File: src/pfd_pkg.sv
// Shared types and constants for the PPM frame decoder.
// Used by pfd_mem and ppm_frame_decoder; depends on nothing.
package pfd_pkg;

  // Width of one stored or reported pulse value.
  localparam int unsigned DataW = 16;
  // Channel position register: holds a channel, the idle code or the armed code.
  localparam int unsigned PosW = 5;
  localparam logic [PosW-1:0] PosArmed = 5'd31;

  // Configuration port.
  localparam int unsigned CfgIdxW = 2;
  localparam logic [CfgIdxW-1:0] RegPulseCenter = 2'd0;
  localparam logic [CfgIdxW-1:0] RegUncalChannel = 2'd1;
  localparam logic [DataW-1:0] PulseCenterRst = 16'd1500;
  localparam logic [3:0] UncalChannelRst = 4'd2;

  // Input operation codes.
  localparam logic OpResync = 1'b0;
  localparam logic OpEdge = 1'b1;

endpackage

File: src/ppm_frame_decoder.sv
// PPM frame decoder top level: control sequencer, datapath and two value stores.
// Depends on pfd_pkg and pfd_mem.
//
// Usage: the input channel takes requests of two kinds. A resync request
// (operation 0) rearms the decoder; the next edge request is discarded and
// each edge after it reports one channel, up to CHANNELS of them. Each
// counted edge gives one result request on the output channel carrying the
// channel index, the averaged pulse value, a frame-done flag on the last
// channel and the calibration status. Resyncs and discarded edges give none.
// Configuration writes (pulse center, uncalibrated channel) are taken at
// any time but are meant for when the decoder is idle.
// A resync or an ignored edge is taken in the idle state. A counted edge
// reads both stores, then computes, writes back and loads the output
// register in a compute state; no new request is taken until it is done.
// After the first complete frame, the copy of values into the offset store
// walks all channels through the store ports before the next request is taken.
// Reset leaves the decoder idle (edges ignored until a resync), both stores
// reading as zero and the configuration at its default values.
// The output register holds one result; while it is full and the receiver
// stalls, the next counted edge waits in its compute cycle.
module ppm_frame_decoder #(
  parameter int unsigned CHANNELS = 8
) (
  input  logic                               clk_i,
  input  logic                               rst_ni,
  input  logic                               cfg_valid_i,
  output logic                               cfg_ready_o,
  input  logic [pfd_pkg::CfgIdxW-1:0]        cfg_index_i,
  input  logic [pfd_pkg::DataW-1:0]          cfg_data_i,
  input  logic                               in_valid_i,
  output logic                               in_ready_o,
  input  logic                               operation_i,
  input  logic [15:0]                        interval_i,
  output logic                               out_valid_o,
  input  logic                               out_ready_i,
  output logic [3:0]                         channel_index_o,
  output logic signed [15:0]                 pulse_value_o,
  output logic                               frame_done_o,
  output logic                               calibrated_o
);

  localparam int unsigned AddrW = (CHANNELS > 1) ? $clog2(CHANNELS) : 1;
  localparam logic [pfd_pkg::PosW-1:0] PosIdle = pfd_pkg::PosW'(CHANNELS);
  localparam logic [pfd_pkg::PosW-1:0] PosLast = pfd_pkg::PosW'(CHANNELS - 1);

  localparam logic [1:0] S_IDLE = 2'd0;
  localparam logic [1:0] S_CALC = 2'd1;
  localparam logic [1:0] S_COPY = 2'd2;

  logic [1:0] state_q, state_d;
  logic [pfd_pkg::PosW-1:0] pos_q, pos_d;
  logic cal_done_q, cal_done_d;
  logic [pfd_pkg::DataW-1:0] center_q;
  logic [3:0] uncal_q;
  logic [15:0] interval_q;
  logic [pfd_pkg::PosW-1:0] copy_cnt_q, copy_cnt_d;
  logic copy_wv_q, copy_wv_d;
  logic [AddrW-1:0] copy_wa_q, copy_wa_d;

  logic out_valid_q, out_valid_d;
  logic [3:0] out_ch_q;
  logic [15:0] out_val_q;
  logic out_done_q, out_cal_q;

  logic p_we, p_re, o_we, o_re;
  logic [AddrW-1:0] p_waddr, p_raddr, o_waddr, o_raddr;
  logic [pfd_pkg::DataW-1:0] p_wdata, p_rdata, o_rdata;

  logic in_fire, out_load, ch_uncal, last_ch, copy_skip;
  logic [AddrW-1:0] ch_addr;
  logic [15:0] centered, calib, sum, avg;

  pfd_mem #(.Depth(CHANNELS), .AddrW(AddrW)) u_pulse_mem (
    .clk_i, .rst_ni,
    .we_i(p_we), .waddr_i(p_waddr), .wdata_i(p_wdata),
    .re_i(p_re), .raddr_i(p_raddr), .rdata_o(p_rdata)
  );

  pfd_mem #(.Depth(CHANNELS), .AddrW(AddrW)) u_offset_mem (
    .clk_i, .rst_ni,
    .we_i(o_we), .waddr_i(o_waddr), .wdata_i(p_rdata),
    .re_i(o_re), .raddr_i(o_raddr), .rdata_o(o_rdata)
  );

  assign cfg_ready_o = 1'b1;
  assign in_ready_o = (state_q == S_IDLE);
  assign in_fire = in_valid_i && in_ready_o;
  assign ch_addr = pos_q[AddrW-1:0];

  // Datapath: center, calibrate, then average with the stored value.
  // The arithmetic shift rounds down, so a negative sum is bumped by one first to truncate toward zero.
  assign ch_uncal = ({1'b0, uncal_q} == pos_q);
  assign centered = interval_q - center_q;
  assign calib = ch_uncal ? centered : centered - o_rdata;
  assign sum = p_rdata + calib;
  assign avg = 16'($signed(sum + {15'd0, sum[15]}) >>> 1);
  assign last_ch = (pos_q == PosLast);
  assign out_load = (state_q == S_CALC) && (!out_valid_q || out_ready_i);
  assign copy_skip = ({1'b0, uncal_q} == pfd_pkg::PosW'(copy_wa_q));

  always_comb begin
    state_d = state_q;
    pos_d = pos_q;
    cal_done_d = cal_done_q;
    copy_cnt_d = copy_cnt_q;
    copy_wv_d = 1'b0;
    copy_wa_d = copy_wa_q;
    p_we = 1'b0;
    p_waddr = ch_addr;
    p_wdata = avg;
    p_re = 1'b0;
    p_raddr = ch_addr;
    o_re = 1'b0;
    o_raddr = ch_addr;
    o_we = 1'b0;
    o_waddr = copy_wa_q;
    unique case (state_q)
      S_IDLE: begin
        if (in_fire) begin
          if (operation_i == pfd_pkg::OpResync) begin
            pos_d = pfd_pkg::PosArmed;
          end else if (pos_q == pfd_pkg::PosArmed) begin
            pos_d = '0;
          end else if (pos_q < PosIdle) begin
            p_re = 1'b1;
            o_re = 1'b1;
            state_d = S_CALC;
          end
        end
      end
      S_CALC: begin
        if (out_load) begin
          p_we = 1'b1;
          pos_d = pos_q + 1'b1;
          if (last_ch && !cal_done_q) begin
            cal_done_d = 1'b1;
            copy_cnt_d = '0;
            state_d = S_COPY;
          end else begin
            state_d = S_IDLE;
          end
        end
      end
      S_COPY: begin
        // Read channel k from the pulse store while writing channel k-1
        // into the offset store.
        p_raddr = copy_cnt_q[AddrW-1:0];
        if (copy_cnt_q < PosIdle) begin
          p_re = 1'b1;
          copy_wv_d = 1'b1;
          copy_wa_d = copy_cnt_q[AddrW-1:0];
          copy_cnt_d = copy_cnt_q + 1'b1;
        end
        o_we = copy_wv_q && !copy_skip;
        if (copy_cnt_q == PosIdle && copy_wv_q) begin
          state_d = S_IDLE;
        end
      end
      default: state_d = S_IDLE;
    endcase
  end

  always_comb begin
    out_valid_d = out_valid_q;
    if (out_load) begin
      out_valid_d = 1'b1;
    end else if (out_ready_i) begin
      out_valid_d = 1'b0;
    end
  end

  always_ff @(posedge clk_i or negedge rst_ni) begin
    if (!rst_ni) begin
      state_q <= S_IDLE;
      pos_q <= PosIdle;
      cal_done_q <= 1'b0;
      copy_cnt_q <= '0;
      copy_wv_q <= 1'b0;
      out_valid_q <= 1'b0;
      center_q <= pfd_pkg::PulseCenterRst;
      uncal_q <= pfd_pkg::UncalChannelRst;
    end else begin
      state_q <= state_d;
      pos_q <= pos_d;
      cal_done_q <= cal_done_d;
      copy_cnt_q <= copy_cnt_d;
      copy_wv_q <= copy_wv_d;
      out_valid_q <= out_valid_d;
      if (cfg_valid_i && cfg_ready_o) begin
        unique case (cfg_index_i)
          pfd_pkg::RegPulseCenter: center_q <= cfg_data_i;
          pfd_pkg::RegUncalChannel: uncal_q <= cfg_data_i[3:0];
          default: ;
        endcase
      end
    end
  end

  always_ff @(posedge clk_i) begin
    copy_wa_q <= copy_wa_d;
    if (in_fire) begin
      interval_q <= interval_i;
    end
    if (out_load) begin
      out_ch_q <= pos_q[3:0];
      out_val_q <= avg;
      out_done_q <= last_ch;
      out_cal_q <= cal_done_q || last_ch;
    end
  end

  assign out_valid_o = out_valid_q;
  assign channel_index_o = out_ch_q;
  assign pulse_value_o = $signed(out_val_q);
  assign frame_done_o = out_done_q;
  assign calibrated_o = out_cal_q;

endmodule

File: src/pfd_mem.sv
// Per-channel value store: one write port, one registered read port.
// Entries read as zero until first written after reset. Uses pfd_pkg.
module pfd_mem #(
  parameter int unsigned Depth = 8,
  parameter int unsigned AddrW = 3
) (
  input  logic                        clk_i,
  input  logic                        rst_ni,
  input  logic                        we_i,
  input  logic [AddrW-1:0]            waddr_i,
  input  logic [pfd_pkg::DataW-1:0]   wdata_i,
  input  logic                        re_i,
  input  logic [AddrW-1:0]            raddr_i,
  output logic [pfd_pkg::DataW-1:0]   rdata_o
);

  logic [pfd_pkg::DataW-1:0] mem_q [Depth];
  logic [Depth-1:0]          valid_q;
  logic [pfd_pkg::DataW-1:0] rdata_q;

  always_ff @(posedge clk_i) begin
    if (we_i) begin
      mem_q[waddr_i] <= wdata_i;
    end
    if (re_i) begin
      rdata_q <= valid_q[raddr_i] ? mem_q[raddr_i] : '0;
    end
  end

  // Valid bits give the all-zero reset without a clearing pass.
  always_ff @(posedge clk_i or negedge rst_ni) begin
    if (!rst_ni) begin
      valid_q <= '0;
    end else if (we_i) begin
      valid_q[waddr_i] <= 1'b1;
    end
  end

  assign rdata_o = rdata_q;

endmodule

File: config.mk
export PLATFORM = sky130hd
export DESIGN_NAME = ppm_frame_decoder
export DESIGN_NICKNAME = d
export VERILOG_FILES = /design/src/pfd_pkg.sv /design/src/ppm_frame_decoder.sv /design/src/pfd_mem.sv
export SDC_FILE = /design/constraint.sdc
export NUM_CORES = 1
export LEC_CHECK = 0
export BUFFER_PORTS_ARGS = -buffer_cell sky130_fd_sc_hd__buf_2
export CAP_MARGIN = 20
export CORE_MARGIN = 2
export CORE_UTILIZATION = 35
export CTS_CLUSTER_DIAMETER = 100
export DETAILED_ROUTE_END_ITERATION = 8
export GPL_ROUTABILITY_DRIVEN = 1
export GPL_TIMING_DRIVEN = 1
export PLACE_DENSITY = 0.46
export SLEW_MARGIN = 20
export SYNTH_ARGS = -nofsm -noshare
export SYNTH_HDL_FRONTEND = slang
export SYNTH_SLANG_ARGS = --single-unit
File: constraint.sdc
create_clock -name clk_i -period 14.45 [get_ports clk_i]
set_input_delay 2.89 -clock clk_i [delete_from_list [all_inputs] [get_ports clk_i]]
set_output_delay 2.89 -clock clk_i [all_outputs]
set_load 0.01 [all_outputs]
==> results of run 1 <==
per-layer routing:
metal	track usage (%)	routed length, um	vias to the layer above
met2	27.8	19500	172
met1	23.8	18900	4886
met4	5.50	962	0
met3	2.54	1450	56
met5	0	0	-
li1	-	-	4461
worst paths after layout:
kind,to,slack (ps),cells past startpoint
setup / recovery,u_pulse_mem.mem_q[2][13],7230,28
hold / removal,u_offset_mem.valid_q[3],460,1
setup reg to reg,u_pulse_mem.mem_q[2][13],7230,28
hold reg to reg,u_offset_mem.valid_q[3],460,1
max in group asynchronous,pos_q[0],11430,2
min in group asynchronous,u_offset_mem.valid_q[1],2470,2
metrics by stage:
step / util [%] / total power, uW
finish: 40.8 / 4190
detailed placement: 37.9 / 3190
global placement: 37.9 / 3200
floorplan: - / 2680
CTS: 40.8 / 4240
global route: 40.8 / 4430
synth_stat cells, types with 3 or more instances:
cell type  count  area (um^2)
edfxtp_1     310         9310
nand2_1       93          349
nor2_1        77          289
a21oi_1       54          270
inv_1         52          195
ha_1          51          638
mux2i_1       48          480
mux4_2        48         1080
o21ai_0       44          220
dfrtp_1       42         1050
xnor2_1       30          263
xor2_1        24          210
nor3_1        21          105
or2_2         20          125
a21o_1        17          128
o22ai_1       16          100
clkbuf_1      15         56.3
buf_2         11         55.1
dfstp_2        9          236
nand2b_1       8         50.1
nand3_1        8         40.0
mux2_2         7         78.8
nor2b_1        7         43.8
o21a_1         7         52.6
a31oi_1        6         37.5
o21bai_1       6         45.0
a21boi_0       5         37.5
nand3b_1       5         37.5
buf_4          4         30.0
nand4_1        4         25.0
nor3b_1        4         30.0
o21ai_1        4         20.0
o31ai_1        4         30.0
or3_1          4         25.0
a211o_1        3         26.3
a41oi_1        3         26.3
and2_1         3         18.8
and3_1         3         18.8
buf_1          3         11.3
fa_1           3         60.1
nor4_1         3         18.8
kinds of logic after synthesis:
logic type      share of synthesized area [%]
buf+inv                                  2.23
fa+ha+maj                                4.27
simple gates                             8.09
mux                                      10.0
compound gates                           7.56
xor+xnor                                 2.90
flops                                    64.9
other cells                            0.0230
where the power goes:
group / switching (uW) / internal [uW] / leakage, uW
combinational: 1050 / 569 / 0.00288
clock: 422 / 612 / 0.000628
sequential: 44.4 / 1490 / 0.00342
cells in the final DEF, fill, tap and decap left out, drive strengths merged, types with 5 or more instances in the layout:
| cell type | Yosys | layout |
|---|---|---|
| o31ai | 5 | 5 |
| o21bai | 6 | 6 |
| nor4 | 5 | 5 |
| nand3 | 8 | 8 |
| a21oi | 56 | 56 |
| inv | 52 | 54 |
| dfrtp | 42 | 42 |
| a21o | 17 | 17 |
| mux2 | 7 | 7 |
| xor2 | 24 | 24 |
| o22ai | 16 | 16 |
| nor2b | 7 | 7 |
| nand3b | 5 | 5 |
| ha | 51 | 51 |
| a31oi | 7 | 7 |
| edfxtp | 310 | 310 |
| mux2i | 48 | 48 |
| or2 | 20 | 20 |
| clkinvlp | 0 | 5 |
| nor3 | 23 | 23 |
| nor2 | 77 | 77 |
| xnor2 | 30 | 30 |
| buf | 19 | 93 |
| a21boi | 5 | 5 |
| mux4 | 48 | 48 |
| clkinv | 0 | 11 |
| nand2 | 93 | 93 |
| dfstp | 9 | 9 |
| clkbuf | 16 | 56 |
| o21a | 7 | 7 |
| nand2b | 8 | 8 |
| o21ai | 49 | 49 |
critical path: cells and delay by family (launching register included):
kind | cells | cell delay, ps
compound gates | 10 | 2120
xor+xnor | 3 | 890
fa+ha+maj | 5 | 1690
flops | 1 | 380
mux | 1 | 150
simple gates | 9 | 1700
registers in the layout (all words and copies together), names as in the netlist:
register              count
center_q                 16
state_q                   2
interval_q               16
u_pulse_mem.rdata_o      15
u_offset_mem.rdata_o     15
u_offset_mem.valid_q      8
u_pulse_mem.valid_q       8
frame_done_o              1
uncal_q                   4
u_pulse_mem.mem_q       120
copy_wa_q                 3
channel_index_o           4
copy_cnt_q                5
u_offset_mem.mem_q      120
cal_done_q                1
copy_wv_q                 1
out_valid_o               1
pulse_value_o            15
calibrated_o              1
pos_q                     5
layout make-up:
type | instances | area [um^2] | area share, %
Sequential cell | 361 | 10600 | 56.2
Inverter | 52 | 195 | 1.03
Clock inverter | 22 | 231 | 1.23
Multi-Input combinational cell | 678 | 5440 | 28.8
Clock buffer | 56 | 1100 | 5.85
Tap cell | 607 | 759 | 4.02
Timing Repair Buffer | 93 | 541 | 2.86
==> results.md, run 1 <==
- Area of the core: around 46000 um^2
- Overall die width: 220 um
- Hold Path Origin: u_offset_mem.valid_q[3]
- # port buffers: 63
- Largest fanout of any net on the critical path: 9
- Pre-Repair DR Iteration Count: 5
- Worst slack, placed: approximately 7300 ps
- Fillers: 4330
- RSZ-0062 raised after global routing: no
- Gr usage total: roughly 17%
- Endpoint class of the critical path: flop
- Synth warn: 0
- Class of the most critical hold timing path: reg2reg
- Initial antenna violation count: 0
- Final clock skew: around 22 ps
- Setup violations, final: 0
- Worst reg2reg path startpoint: center_q[0]
- Worst Path Required: 14720 ps
- Synthesized flop and latch total: 361
- Number of synthesized flops with an enable pin: 310
- Antenna-violating nets left: 0
- Postcts setup bufs: 0
- DRC: 0
- Net count, final: approximately 1300
- Crit path DAT: ~7500 ps
- Cell area after layout: ~19000 um^2
- Relative max-transition margin: around 32%
- Post-route clock period utilization: about half
- Worst hold slack: between 400 and 500 ps
- Number of hold buffers added after cts: 0
- Via total after detailed routing: 9575
- MaxCap Viol Count: 0
- Kind of launch point of the worst setup path: flop
- DP Wirelength: 26400 um
- Maximum clock frequency: around 140 MHz
- Timing startpoint of the critical path: center_q[0]
- Min Tclk post-route: 7220 ps
- First-pass GRT wire length: a little over 60000 um
- Fraction of final layout cells with drive strength greater than 1: roughly a fifth
- Clock input transition at the sequential cells of the worst setup and hold paths: ~60 ps
- Final std cells w/o fill: roughly 1900
- Largest net degree at the start of global routing: 52
- Library cell contributing the largest single delay on the critical path: or4b_2
- Run status: finished, final reports clean
- Pwr/cell area: 222 nW/um^2
- Most used cell along the critical path: ha_1
- Net count after synthesis: 1220
- Initial DRC Count: 631
- Layout-stage area growth over the synthesis result: 15.6%
- Delay contributed by the slowest stage of the critical path: a little over 600 ps
- Count of boundary I/O pins: 65
- Avg Inst Size Synth: about 15 um^2
- Avg Vias per Cell: 5.12
- Level count of the clock H-tree: 2
- Count of cells resized by post-cts repair: 0
- Worst-case clock buffer depth: 3
- Static Leak: 0.00693 uW
- Transition time at the pin with the least slew margin: 997 ps
- Cells after synthesis: 1126
- Main synth FF type: edfxtp_1
- Worst Setup Path Type: reg2reg
- Number of buffers created by CTS: between 40 and 50
- CTS tree: built
- Floorplan die height: between 200 and 250 um
- Avg WL per Cell: around 22 um
- Count of placed standard cells including taps: between 1500 and 2000
- Clock tree root driver cell: clkbuf_16
- Count of clock tree sinks: between 300 and 400
- Placer congestion estimate: roughly 0.83
- Die footprint: 48400 um^2
- Initial Util: approximately a third
- Setup total negative slack: 0 ps
- Number of unique standard cell types used by synthesis: 75
- Fin. max-slew vios: 0
- Cell row count: 79
- Diodes inserted: 0
- Clock network latency to the later pin of the worst-skew pair: around 570 ps
- Post-synthesis sequential area ratio: around two thirds
- Instance area after placement: ~18000 um^2
- Combined area of all synthesized cells: ~16000 um^2
- Count of final hold-check violations: 0
- Peak supply drop: 0.114 mV
- Share of synthesized registers carrying an async set or reset: roughly 14%
- Via count of the first global-routing pass: 9523
- Final critical-path setup slack: between 7000 and 8000 ps
- Total global routing overflow: 0
- Total wire length after detailed routing: around 40000 um
(Power assumes the default switching activity.)
==> inputs of run 2 (changes only) <==
- ABC_AREA: not set -> 1
- PLACE_DENSITY: 0.46 -> 0.48
- clock period: 14.45 -> 6.5 ns (I/O delays scaled with it)
==> results.md, run 2 <==
- Worst Setup Path Type: reg2reg (unchanged)
- Worst Path Required: 6810 ps (was 14720 ps)
- Most instantiated library cell after synthesis: edfxtp_1 (unchanged)
- Synthesized-area fraction occupied by adder cells: 4.14% (was 4.27%)
- Clock input transition at the sequential cells of the worst setup and hold paths: 60 ps (about the same)
- Fraction of final layout cells with drive strength greater than 1: 13.1% (was 20.8%)
- Cell types with the highest counts after synthesis: 310 x edfxtp_1, 302 x nor2_1, 247 x nand2_1, 153 x inv_1, 140 x o21ai_0 (was 310 x edfxtp_1, 93 x nand2_1, 77 x nor2_1, 54 x a21oi_1, 52 x inv_1)
- Multiplexer fraction of the synthesized cell area: 0.126% (was 10.0%)
- Layout-stage area growth over the synthesis result: 15.6% (about the same)
- Largest net degree at the start of global routing: 71 (was 52)
- DRC: 0 (unchanged)
- Clock tree root driver cell: clkbuf_16 (unchanged)
- Post-synthesis sequential area ratio: 62.9% (was 64.9%)
- Die footprint: 49900 um^2 (was 48400 um^2)
- Xor and xnor fraction of the mapped netlist area: 1.66% (was 2.90%)
- Relative max-transition margin: 31.3% (was 32.2%)
- Kind of launch point of the worst setup path: flop (unchanged)
- Initial antenna violation count: 0 (unchanged)
- Count of final hold-check violations: 0 (unchanged)
- Class of the most critical hold timing path: reg2reg (unchanged)
- Count of clock tree sinks: 361 (unchanged)
- Count of placed standard cells including taps: 2268 (was 1791)
- Worst hold path depth: 2 (was 1)
- Run status: finished, final reports clean (unchanged)
- Avg Vias per Cell: 4.91 (was 5.12)
- Via count of the first global-routing pass: 11353 (was 9523)
- Setup total negative slack: 0 ps (unchanged)
- Combined area of all synthesized cells: 16900 um^2 (was 16300 um^2)
- Cell area after layout: 19500 um^2 (was 18900 um^2)
- Cell row count: 80 (was 79)
- Top flop regs: u_offset_mem.mem_q x120, u_pulse_mem.mem_q x120 (unchanged)
- Fraction of the mapped netlist area in simple logic gates: 15.6% (was 8.09%)
- Total global routing overflow: 0 (unchanged)
- Instance area after placement: 18000 um^2 (was 17500 um^2)
- Antenna-violating nets left: 0 (unchanged)
- Library cell contributing the largest single delay on the critical path: fa_1 (was or4b_2)
- Worst reg2reg path startpoint: center_q[0] (unchanged)
- RSZ-0062 raised after global routing: no (unchanged)
- Setup violations, final: 0 (unchanged)
- Net count after synthesis: 1704 (was 1220)
- First-pass GRT wire length: 68200 um (was 60600 um)
- Hold Path Origin: u_offset_mem.valid_q[1] (was u_offset_mem.valid_q[3])
- Level count of the clock H-tree: 2 (unchanged)
- Delay contributed by the slowest stage of the critical path: 430 ps (was 610 ps)
- Number of synthesized flops with an enable pin: 310 (unchanged)
- Synth area leader: edfxtp_1 (unchanged)
- Main combinational cell family by area after synthesis: simple AND/OR/NAND/NOR gates (was multiplexers)
- Floorplan die height: 223 um (was 220 um)
- Fin. max-slew vios: 0 (unchanged)
- Crit path DAT: 6260 ps (was 7490 ps)
- Avg WL per Cell: 19.0 um (was 21.8 um)
- Most common cell after layout, fill and taps aside: edfxtp_1 (unchanged)
- Fillers: 4609 (was 4330)
- CTS tree: built (unchanged)
- Initial DRC Count: 767 (was 631)
- Final std cells w/o fill: 2344 (was 1869)
- Length in cells of the worst reg-to-reg path: 35 (was 28)
- Maximum clock frequency: 168 MHz (was 139 MHz)
- Endpoint class of the critical path: flop (unchanged)
- Worst-case clock buffer depth: 3 (unchanged)
- Gr usage total: 18.1% (was 17.2%)
- Diodes inserted: 0 (unchanged)
- Final critical-path setup slack: 545 ps (was 7230 ps)
- Net count, final: 1791 (was 1322)
- MaxCap Viol Count: 0 (unchanged)
- Worst slack, placed: 321 ps (was 7330 ps)
- Commonest cells after routing, fill and taps aside: 310 x edfxtp_1, 301 x nor2_1, 246 x nand2_1 (was 310 x edfxtp_1, 93 x nand2_1, 77 x nor2_1)
- Overall die width: 223 um (was 220 um)
- Number of unique standard cell types used by synthesis: 51 (was 75)
- Share of synthesized registers carrying an async set or reset: 14.1% (unchanged)
- Synth warn: 0 (unchanged)
- Cells after synthesis: 1610 (was 1126)
- Synthesized flop and latch total: 361 (unchanged)
- Pre-Repair DR Iteration Count: 5 (unchanged)
- Area of the core: 47600 um^2 (was 46300 um^2)
- # port buffers: 63 (unchanged)
- Area of the multi-input gates: 5510 um^2 (was 5440 um^2)
- Area used by sequential logic in the layout: 10600 um^2 (about the same)
- Compound-Gate Fraction of Synth Area: 10.5% (was 7.56%)
- Count of boundary I/O pins: 65 (unchanged)
- Destination of the worst hold path: u_offset_mem.valid_q[1] (was u_offset_mem.valid_q[3])
- Final clock skew: 16.9 ps (was 21.8 ps)
- Number of buffers created by CTS: 41 (was 42)
- Fraction of synthesized cell area taken by the top area cell type: 55.2% (was 57.0%)
- Largest fanout of any net on the critical path: 9 (unchanged)
- Clock network latency to the later pin of the worst-skew pair: 560 ps (was 570 ps)
- Reg-to-reg slack, setup: 550 ps (was 7230 ps)
- Main synth FF type: edfxtp_1 (unchanged)
- Min Tclk post-route: 5950 ps (was 7220 ps)
- Post-route clock period utilization: 91.6% (was 50.0%)
- DP Wirelength: 28700 um (was 26400 um)
- Total wire length after detailed routing: 44600 um (was 40800 um)
- Leading cell types by total area after synthesis: edfxtp_1 55%, nor2_1 6.7%, dfrtp_1 6.2%, nand2_1 5.5%, o21ai_0 4.2% (was edfxtp_1 57%, mux4_2 6.6%, dfrtp_1 6.4%, ha_1 3.9%, mux2i_1 2.9%)
- Placer congestion estimate: 0.869 (was 0.831)
- Initial Util: 35.4% (was 35.3%)
- Number of hold buffers added after cts: 0 (unchanged)
- Transition time at the pin with the least slew margin: 1030 ps (was 997 ps)
- Avg Inst Size Synth: 10.5 um^2 (was 14.5 um^2)
- Reg-to-reg endpoint: u_pulse_mem.mem_q[2][9] (was u_pulse_mem.mem_q[2][13])
- Via total after detailed routing: 11513 (was 9575)
## run 2: cell count changes after synthesis, sizes merged, moves of 36 or more
cell   before  now
nor2       77  307
nand2      93  251
inv        52  165
o21ai      49  151
mux4       48    0
mux2i      48    1
nand3       8   44
## run 2: timing repair
item	CTS	global route
buffers inserted	0	1
endpoints found under the setup margin	0	60
resized for setup	0	8
## run 2: layout make-up
cell class                      instances  share of cell area (%)
Clock buffer                           55                    5.69
Clock inverter                         20                    1.66
Tap cell                              615                    3.95
Timing Repair Buffer                   94                    2.81
Sequential cell                       361                    54.4
Inverter                              168                    3.24
Multi-Input combinational cell       1031                    28.3
## run 2: worst max path at each step
stage | from | endpoint | slack [ps] | cells after the start
global placement | center_q[0] | pulse_value_o[9] | 400 | 33
finish | center_q[0] | u_pulse_mem.mem_q[2][9] | 550 | 35
floorplan | center_q[0] | pulse_value_o[9] | 1130 | 33
CTS | center_q[0] | u_pulse_mem.mem_q[2][9] | 260 | 33
global route | center_q[0] | u_pulse_mem.mem_q[2][9] | 10 | 34
detailed placement | center_q[0] | u_pulse_mem.mem_q[2][9] | 320 | 33
## run 2: cell families (layout without fill, tap and decap cells)
logic type      after synthesis  count (layout)
simple gates                644             644
flops                       361             361
buf+inv                     218             337
fa+ha+maj                    54              54
compound gates              298             298
mux                           2               2
xor+xnor                     32              32
other cells                   1               1
## run 2: stage by stage
stage	hold WS [ps]	util, %
floorplan	420	-
global placement	441	37.8
detailed placement	446	37.8
CTS	460	40.8
global route	486	40.9
finish	457	40.9
## run 2: worst max-delay path: cells and delay by family, from the launching register on
family                   cells  cell delay, ps
flip-flops                   1             390
adder cells (fa/ha/maj)      5            1480
XOR/XNOR                     2             340
buffers and inverters        7             590
AND/OR/NAND/NOR             11            1290
AO/OA/AOI/OAI               10            1570
## run 2: routing by layer
metal,wire [um],GRT usage [%]
met5,0,0
met4,1130,5.61
met3,2030,2.82
met2,20800,29.6
met1,20600,24.9
Power of run 2 is left out: the tool's default activity adds up to more than one toggle a clock period on the data nets, which glitch-free logic cannot reach.
==> inputs of run 3 (changes only) <==
- MAX_ROUTING_LAYER: not set -> met4
==> results.md, run 3 (synthesis gave the netlist of run 2 again) <==
- Pre-Repair DR Iteration Count: 5 (unchanged)
- Endpoint class of the critical path: flop (unchanged)
- Most common cell after layout, fill and taps aside: edfxtp_1 (unchanged)
- Setup total negative slack: 0 ps (unchanged)
- Fin. max-slew vios: 0 (unchanged)
- First-pass GRT wire length: 68000 um (was 68200 um)
- Largest fanout of any net on the critical path: 9 (unchanged)
- Overall die width: 223 um (unchanged)
- Initial DRC Count: 761 (was 767)
- Clock input transition at the sequential cells of the worst setup and hold paths: 60 ps (about the same)
- Total global routing overflow: 0 (unchanged)
- Count of boundary I/O pins: 65 (unchanged)
- DRC: 0 (unchanged)
- Floorplan die height: 223 um (unchanged)
- Diodes inserted: 0 (unchanged)
- Library cell contributing the largest single delay on the critical path: fa_1 (unchanged)
- Kind of launch point of the worst setup path: flop (unchanged)
- Transition time at the pin with the least slew margin: 918 ps (was 1030 ps)
- Die footprint: 49900 um^2 (unchanged)
- Level count of the clock H-tree: 2 (unchanged)
- Initial Util: 35.4% (unchanged)
- Total wire length after detailed routing: 44500 um (was 44600 um)
- Maximum clock frequency: 167 MHz (was 168 MHz)
- Crit path DAT: 6280 ps (was 6260 ps)
- Worst Path Required: 6810 ps (about the same)
- Count of final hold-check violations: 0 (unchanged)
- Via count of the first global-routing pass: 11255 (was 11353)
- Top flop regs: u_offset_mem.mem_q x120, u_pulse_mem.mem_q x120 (unchanged)
- Cell row count: 80 (unchanged)
- Relative max-transition margin: 38.7% (was 31.3%)
- Min Tclk post-route: 5980 ps (was 5950 ps)
- DP Wirelength: 28500 um (was 28700 um)
- Class of the most critical hold timing path: reg2reg (unchanged)
- Placer congestion estimate: 0.886 (was 0.869)
- Largest net degree at the start of global routing: 71 (unchanged)
- Count of clock tree sinks: 361 (unchanged)
- Via total after detailed routing: 11496 (was 11513)
- Setup violations, final: 0 (unchanged)
- Initial antenna violation count: 0 (unchanged)
- MaxCap Viol Count: 0 (unchanged)
- Delay contributed by the slowest stage of the critical path: 430 ps (about the same)
- Gr usage total: 18.6% (was 18.1%)
- Avg WL per Cell: 19.0 um (about the same)
- Area of the core: 47600 um^2 (unchanged)
- Antenna-violating nets left: 0 (unchanged)
- Commonest cells after routing, fill and taps aside: 310 x edfxtp_1, 301 x nor2_1, 246 x nand2_1 (unchanged)
- Worst Setup Path Type: reg2reg (unchanged)
- Avg Vias per Cell: 4.90 (was 4.91)
- Run status: finished, final reports clean (unchanged)
- Layout-stage area growth over the synthesis result: 15.5% (was 15.6%)
- CTS tree: built (unchanged)
- Net count, final: 1795 (was 1791)
- Number of buffers created by CTS: 42 (was 41)
- RSZ-0062 raised after global routing: no (unchanged)
- # port buffers: 63 (unchanged)
- Post-route clock period utilization: 92.0% (was 91.6%)
- Clock network latency to the later pin of the worst-skew pair: 570 ps (was 560 ps)
- Final clock skew: 15.0 ps (was 16.9 ps)
- Clock tree root driver cell: clkbuf_16 (unchanged)
- Fillers: 4667 (was 4609)
- Fraction of final layout cells with drive strength greater than 1: 13.1% (about the same)
- Worst-case clock buffer depth: 3 (unchanged)
[run 3: layer usage]
metal  routed length, um  GRT usage, %  vias to the layer above
met2               20500          29.2                      172
li1                    -             -                     5714
met5                   0             -                        -
met4                1310          6.30                        0
met1               21200          25.1                     5537
met3                1460          2.34                       73
[run 3: path summary, 6_finish.rpt]
kind / startpoint / endpoint / slack, ps / cells past startpoint
max: center_q[0] / u_pulse_mem.mem_q[0][9] / 520 / 34
min: u_offset_mem.valid_q[7] / u_offset_mem.valid_q[7] / 460 / 2
max reg2reg: center_q[0] / u_pulse_mem.mem_q[0][9] / 520 / 34
min reg2reg: u_offset_mem.valid_q[7] / u_offset_mem.valid_q[7] / 460 / 2
max in group asynchronous: rst_ni / pos_q[0] / 5010 / 2
min in group asynchronous: rst_ni / center_q[5] / 920 / 2
[run 3: metrics by stage]
step / cells / worst slack, ps / hold WS [ps] / utilization [%] / cell area [um^2]
floorplan: 1610 / 1130 / 420 / - / 16900
global placement: 2269 / 374 / 442 / 37.8 / 18000
detailed placement: 2269 / 273 / 448 / 37.8 / 18000
CTS: 2343 / 253 / 461 / 40.7 / 19400
global route: 2346 / 27.8 / 476 / 40.8 / 19500
finish: 2346 / 522 / 457 / 40.8 / 19500
[run 3: final cells by class]
type,instances,area (um^2),share of cell area [%]
inverter,168,631,3.24
multi-input combinational,1031,5520,28.4
timing repair buffer,97,571,2.93
tap,615,769,3.95
sequential,361,10600,54.5
clock inverter,14,193,0.990
clock buffer,60,1180,6.06
[run 3: what timing repair did]
item	4_1_cts	5_1_grt
gates resized for setup	0	9
hold buffers	0	0
endpoints found under the setup margin	0	45
buffers inserted	0	3
[run 3: worst max-delay path: cells and delay by family (launching register included)]
kind,cells,cell delay (ps)
adders and majority gates,5,1540
and+or+nand+nor,8,870
xor gates and xnor gates,3,530
buffers and inverters,6,530
DFF,1,390
AOI/OAI and AO/OA,12,1870
Power of run 3 is left out for the same reason.
